<file path="src/strided_2d_window_convolution_core_assert.svh">
// Assertion macros for the strided 2D window convolution core.
// Needs clk and rst_n in the scope that uses them.
`ifndef STRIDED_2D_WINDOW_CONVOLUTION_CORE_ASSERT_SVH
`define STRIDED_2D_WINDOW_CONVOLUTION_CORE_ASSERT_SVH

// Same-cycle implication.
`define S2WC_ASSERT_IMP(lbl, ante, cons) \
    lbl: assert property (@(posedge clk) disable iff (!rst_n) (ante) |-> (cons)) \
        else $error("s2wc assertion failed");

// Next-cycle implication.
`define S2WC_ASSERT_NXT(lbl, ante, cons) \
    lbl: assert property (@(posedge clk) disable iff (!rst_n) (ante) |=> (cons)) \
        else $error("s2wc assertion failed");

`endif

</file>
<file path="src/s2wc_pkg.sv">
// Shared types and constants of the strided 2D window convolution core.
// No dependencies.
package s2wc_pkg;

    localparam int SPAN          = 3;
    localparam int MAX_WIDTH_DEF = 1024;
    localparam int MAX_HEIGHT    = 1024;
    localparam int MAX_STRIDE    = 8;
    localparam int PIX_W         = 24;
    localparam int PSUM_W        = 27;
    localparam int CFG_DATA_W    = 64;
    localparam int CFG_ADDR_W    = 6;

    localparam logic [2:0] REG_WIDTH  = 3'd0;
    localparam logic [2:0] REG_HEIGHT = 3'd1;
    localparam logic [2:0] REG_STRIDE = 3'd2;
    localparam logic [2:0] REG_COLOR  = 3'd3;
    localparam logic [2:0] REG_COEF_A = 3'd4;
    localparam logic [2:0] REG_COEF_B = 3'd5;
    localparam logic [2:0] REG_COEF_C = 3'd6;

    localparam logic [10:0] WIDTH_RST  = 11'd640;
    localparam logic [10:0] HEIGHT_RST = 11'd480;
    localparam logic [3:0]  STRIDE_RST = 4'd1;

    typedef logic [SPAN-1:0][PIX_W-1:0]  col_t;
    typedef logic [SPAN-1:0][15:0]       tapcol_t;
    typedef logic [2:0][PSUM_W-1:0]      psum3_t;

    typedef struct packed {
        logic shift;
        logic clr;
    } cell_ctl_t;

    typedef struct packed {
        logic       emit;
        logic [9:0] row;
        logic [9:0] col;
        logic       last;
        logic       eof;
    } meta_t;

endpackage

</file>
<file path="src/s2wc_col_cell.sv">
// One window column cell: holds a column of samples, passes it on, and
// forms the registered column partial sums per channel. Depends on s2wc_pkg.
module s2wc_col_cell
    import s2wc_pkg::*;
(
    input  logic      clk,
    input  cell_ctl_t ctl,
    input  col_t      d_in,
    input  tapcol_t   taps,
    output col_t      q,
    output psum3_t    psum
);

    col_t   col_reg;
    psum3_t psum_reg;
    psum3_t psum_next;

    always_comb
    begin
        logic signed [PSUM_W-1:0] acc;
        logic signed [24:0]       prod;
        psum_next = '0;
        for (int ch = 0; ch < 3; ch++)
        begin
            acc = '0;
            for (int u = 0; u < SPAN; u++)
            begin
                prod = $signed({1'b0, col_reg[u][8*ch +: 8]}) * $signed(taps[u]);
                acc  = acc + PSUM_W'(prod);
            end
            psum_next[ch] = acc;
        end
    end

    always_ff @(posedge clk)
    begin
        if (ctl.shift)
        begin
            col_reg <= ctl.clr ? '0 : d_in;
        end
        psum_reg <= psum_next;
    end

    assign q    = col_reg;
    assign psum = psum_reg;

endmodule

</file>
<file path="config.mk">
export PLATFORM = sky130hd
export DESIGN_NAME = s2wc_col_cell
export DESIGN_NICKNAME = d
export VERILOG_FILES = /design/src/strided_2d_window_convolution_core_assert.svh /design/src/s2wc_pkg.sv /design/src/s2wc_col_cell.sv
export SDC_FILE = /design/constraint.sdc
export NUM_CORES = 2
export LEC_CHECK = 0
export BUFFER_PORTS_ARGS = -buffer_cell sky130_fd_sc_hd__buf_2
export CORE_MARGIN = 3
export CORE_UTILIZATION = 60
export CTS_CLUSTER_SIZE = 40
export DETAILED_ROUTE_END_ITERATION = 10
export GPL_TIMING_DRIVEN = 0
export PLACE_DENSITY_LB_ADDON = 0.05
export SLEW_MARGIN = 25
export SYNTH_ARGS = -nofsm -noshare
export SYNTH_HDL_FRONTEND = slang
export SYNTH_SLANG_ARGS = --single-unit
</file>
<file path="constraint.sdc">
create_clock -name clk -period 11.5 [get_ports clk]
set_input_delay 0 -clock clk [delete_from_list [all_inputs] [get_ports clk]]
set_output_delay 0 -clock clk [all_outputs]
set_load 0.01 [all_outputs]
</file>
* Word-level counts from Yosys, hierarchy flattened *
Index checks and enable logic that the tools add are counted.

operators by class
  add/sub/neg operators = 6
  multiply operators = 9
  divide/modulo/power cells = 0
  $lt $le $gt $ge = 0
  eq/ne operators = 0
  shift operators = 0
  multiplexer cells = 0
  bitwise gates (word level) = 0
  reduce and logical (&&, ||, !) cells = 0

operators by type and width
  cell              number
  $mul A9 B16 Y25   9
  $add A26 B25 Y27  3
  $add A25 B25 Y26  3

storage, ports and cells
  flip-flop bits (word level) = 153
  latch bits = 0
  memory bits (writable) = 0
  memory bits (read-only) = 0
  input port bits = 123
  output and inout port bits = 153
  word-level logic and storage cells = 21
  memories kept = 0

* Depth between registers and ports, before layout *
  word-level depth = 3
  depth in mapped cells = 24
  mapped depth without buffers = 23

* Worst setup path after synthesis *
No wires, ideal clock.

  path type = register -> register
  start point = reg col_reg (netlist bit q[56])
  end point = reg psum_reg (netlist bit psum[50])
  setup time = 0.072 ns
  arrival = 6.183 ns
  data required time = 11.428 ns
  setup slack = 5.245 ns
  stages on the path, launching flop included = 23
  path buffers = 1
  period minus slack after synthesis = 6.255 ns
  path through = edfxtp_1 > clkbuf_1 > nand2_1 > inv_1 > fa_1 > fa_1 > inv_1 > fa_1 > fa_1 > inv_1 > fa_1 > fa_1 > inv_1 > fa_1 > inv_1 > ha_1 > and3_1 > and3_1 > and3_1 > a32oi_1 > nand2_1 > o41ai_1 > xnor2_1

RTL lines
  what                      line                 RTL
  start: declaration        s2wc_col_cell.sv:14  col_t col_reg;
  start signal: assignment  s2wc_col_cell.sv:39  col_reg <= ctl.clr ? '0 : d_in;
  end signal: assignment    s2wc_col_cell.sv:41  psum_reg <= psum_next;
  end: declaration          s2wc_col_cell.sv:15  psum3_t psum_reg;

==> out/results.ini <==
[synth]
yosys-top-cells-count=sky130_fd_sc_hd__inv_1 (1534), sky130_fd_sc_hd__fa_1 (1203), sky130_fd_sc_hd__nand2_1 (621)
fraction_of_synthesized_cell_area_taken_by_the_top_area_cell_type_pct=50.2
ys_types=67
post_synth.cell_area_avg_um2=9.41
postSynthNetCount=6789
post_synth_arst_share_pct=0
number_of_warnings_printed_during_yosys_synthesis=0
synthesis.instances=5097
seq_area_frac_synth_pct=7.89
synth_area_um2=47900
synth_seq_cells=153
synth.most_common_cell=sky130_fd_sc_hd__inv_1
post-synth-top-area-cell=sky130_fd_sc_hd__fa_1
yosys-top-cells-area=sky130_fd_sc_hd__fa_1 (50%), sky130_fd_sc_hd__inv_1 (12%), sky130_fd_sc_hd__ha_1 (9.6%)
synth-edff-count=72
ys.flop_type=sky130_fd_sc_hd__dfxtp_1

[routing]
wl_met2_um=61900
totalWireLength_um=141000
drc=0
routed_via_count=34800
route.met3.wl_um=15800
drt_first_pass_iters=6
route.detailed.vias_per_inst=5.32
routed_wire_length_per_instance_um=21.5
antenna_violating_nets_post_route=0
highest-signal-layer=met5
met1Wirelength_um=56800
drtIter0Drc=2930

[worst_setup_path]
critical_path.startpoint=q[19]
ff2ff_setup_slack_ns=3.49
critPathKind=flip-flop to flip-flop
worstSetupStartpointType=flip-flop
required_ns=11.91
critPathCaptureType=flip-flop
arrival_ns=8.42
r2r_start=q[19]
worst-r2r-cell-count=22
cp_max_fo=10

[finish]
postLayoutCellArea_um2=52000
area.growth.synth_to_final_pct=8.55
drive_gt1_share_pct=5.97
largest_reg_flops=81
total_nets_final=7159
nFillCells=6769

[clock_network]
numCtsBuffers=17
cts.reportedPaths.clkPinSlew_ns=0.09
cts-htree-levels=4
post_cts_buffers=0
cts.hold.buffers_added=74
post_cts_resize_count=0
tritoncts=built
clockRootBuffer=sky130_fd_sc_hd__clkbuf_16
cts.sink_count=153
cts_buffer_depth=2
clock_insertion_delay_worst_skew_ns=0.54

[global_route]
grt_max_degree=48
grt_pass1_wl_um=214000
grtUsageTotal_pct=35.7
antenna_found_initial=11
grt_overflow_total=0
grt_pass1_vias=35400

[sta]
period_minus_slack_ns=8.01
hold_viol_final=0
unrepaired_setup_endpoints_after_global_routing=no
setup_slack_ns=3.49
fin_tns_setup_ns=0
slew_violations=0
max_clock_freq_mhz=125
max_slew_margin_pct=26.4
final_period_util_pct=69.7
max_slew.worst_pin.slew_ns=1.10
setup_viol_count_final=0
max_clock_skew_ns=0.0186

[placed_design]
placedInstanceArea_um2=50700
buffer_ports.inserted=274
dp.final_hpwl_um=119000
pre_cts_ws_ns=3.79
place_congestion=0.934

[floorplanning]
coreArea_um2=79100
std_cell_rows=103
floorplan.die.width_um=289
io_pins=276
initial_utilization_pct=60.6
fp.dieArea_um2=83300
die-height_um=289

[outcome]
outcome=complete, no violations

[hold_path]
hold_class=primary input to flip-flop
holdPathStages=2
hold_path.startpoint=ctl[0]

[flow_run]
drv.max_cap_violation_count=0

-- per-stage QoR --
stage,std cells,util (%),hold WS [ns]
detailed placement,6422,64.0,0.294
global route,6532,65.7,0.201
finish,6539,65.8,0.183
global placement,6421,64.0,0.288
floorplan,5097,-,0.112
CTS,6528,65.7,0.240
-- path summary, 6_finish.rpt --
| path | to |
|---|---|
| setup / recovery | psum[79] |
| hold / removal | q[47] |
| setup reg to reg | psum[79] |
| hold reg to reg | psum[27] |
-- logic make-up after synthesis --
kind of cell             after synthesis  share of synthesized area [%]
AO/OA/AOI/OAI                        209                           2.99
XOR/XNOR                              81                           1.48
adder cells (fa/ha/maj)             1569                           59.8
buffers and inverters               1714                           13.4
flip-flops                           153                           7.89
multiplexers                           2                         0.0418
AND/OR/NAND/NOR                     1369                           14.4
-- cell type report --
type | instances | area [µm²] | share of cell area [%]
clock inverters | 14 | 161 | 0.310
flip-flops and latches | 153 | 3780 | 7.27
multi-input cells | 3230 | 37700 | 72.5
clock buffers | 18 | 429 | 0.825
well taps | 1050 | 1310 | 2.52
diodes | 9 | 22.5 | 0.0433
inverters | 1534 | 5760 | 11.1
repair buffers | 351 | 2170 | 4.17
plain buffers | 180 | 682 | 1.31
-- layout by cell type, fill, tap and decap left out, types with 13 or more instances in the layout --
| cell type | n |
|---|---|
| sky130_fd_sc_hd__inv_1 | 1534 |
| sky130_fd_sc_hd__fa_1 | 1203 |
| sky130_fd_sc_hd__nand2_1 | 621 |
| sky130_fd_sc_hd__and2_1 | 559 |
| sky130_fd_sc_hd__ha_1 | 366 |
| sky130_fd_sc_hd__buf_2 | 273 |
| sky130_fd_sc_hd__clkbuf_1 | 176 |
| sky130_fd_sc_hd__dfxtp_1 | 81 |
| sky130_fd_sc_hd__nor2b_1 | 79 |
| sky130_fd_sc_hd__dlygate4sd3_1 | 74 |
| sky130_fd_sc_hd__edfxtp_1 | 72 |
| sky130_fd_sc_hd__xnor2_1 | 64 |
| sky130_fd_sc_hd__a21oi_1 | 62 |
| sky130_fd_sc_hd__nor2_1 | 39 |
| sky130_fd_sc_hd__a21o_1 | 31 |
| sky130_fd_sc_hd__o21ai_0 | 25 |
| sky130_fd_sc_hd__xor2_1 | 17 |
| sky130_fd_sc_hd__clkbuf_16 | 17 |
| sky130_fd_sc_hd__nor3_1 | 13 |
-- per-layer routing --
layer  vias to the layer above  global-route usage [%]
li1                      15200                       -
met1                     17700                    51.0
met2                      1676                    53.4
met3                       193                    8.92
met4                         2                    13.2
met5                         -                       0
-- worst max-delay path: stages (launching register included) --
cell                        delay, ns
sky130_fd_sc_hd__edfxtp_1        0.74
sky130_fd_sc_hd__clkbuf_1        0.68
sky130_fd_sc_hd__nand2_1         0.18
sky130_fd_sc_hd__fa_1            0.57
sky130_fd_sc_hd__inv_1           0.05
sky130_fd_sc_hd__fa_1            0.53
sky130_fd_sc_hd__inv_1           0.06
sky130_fd_sc_hd__fa_1            0.53
sky130_fd_sc_hd__inv_1           0.05
sky130_fd_sc_hd__fa_1            0.49
sky130_fd_sc_hd__inv_1           0.05
sky130_fd_sc_hd__fa_1            0.56
sky130_fd_sc_hd__fa_1            0.46
sky130_fd_sc_hd__fa_1            0.50
sky130_fd_sc_hd__inv_1           0.04
sky130_fd_sc_hd__ha_1            0.26
sky130_fd_sc_hd__clkbuf_2        0.19
sky130_fd_sc_hd__nand4_1         0.20
sky130_fd_sc_hd__nor3_1          0.59
sky130_fd_sc_hd__and4_1          0.54
sky130_fd_sc_hd__o2111ai_1       0.23
sky130_fd_sc_hd__a21bo_2         0.23
sky130_fd_sc_hd__o311ai_1        0.11
Power is not shown: default switching activity piles up to over one toggle a cycle in this logic, so the estimate is an artifact.
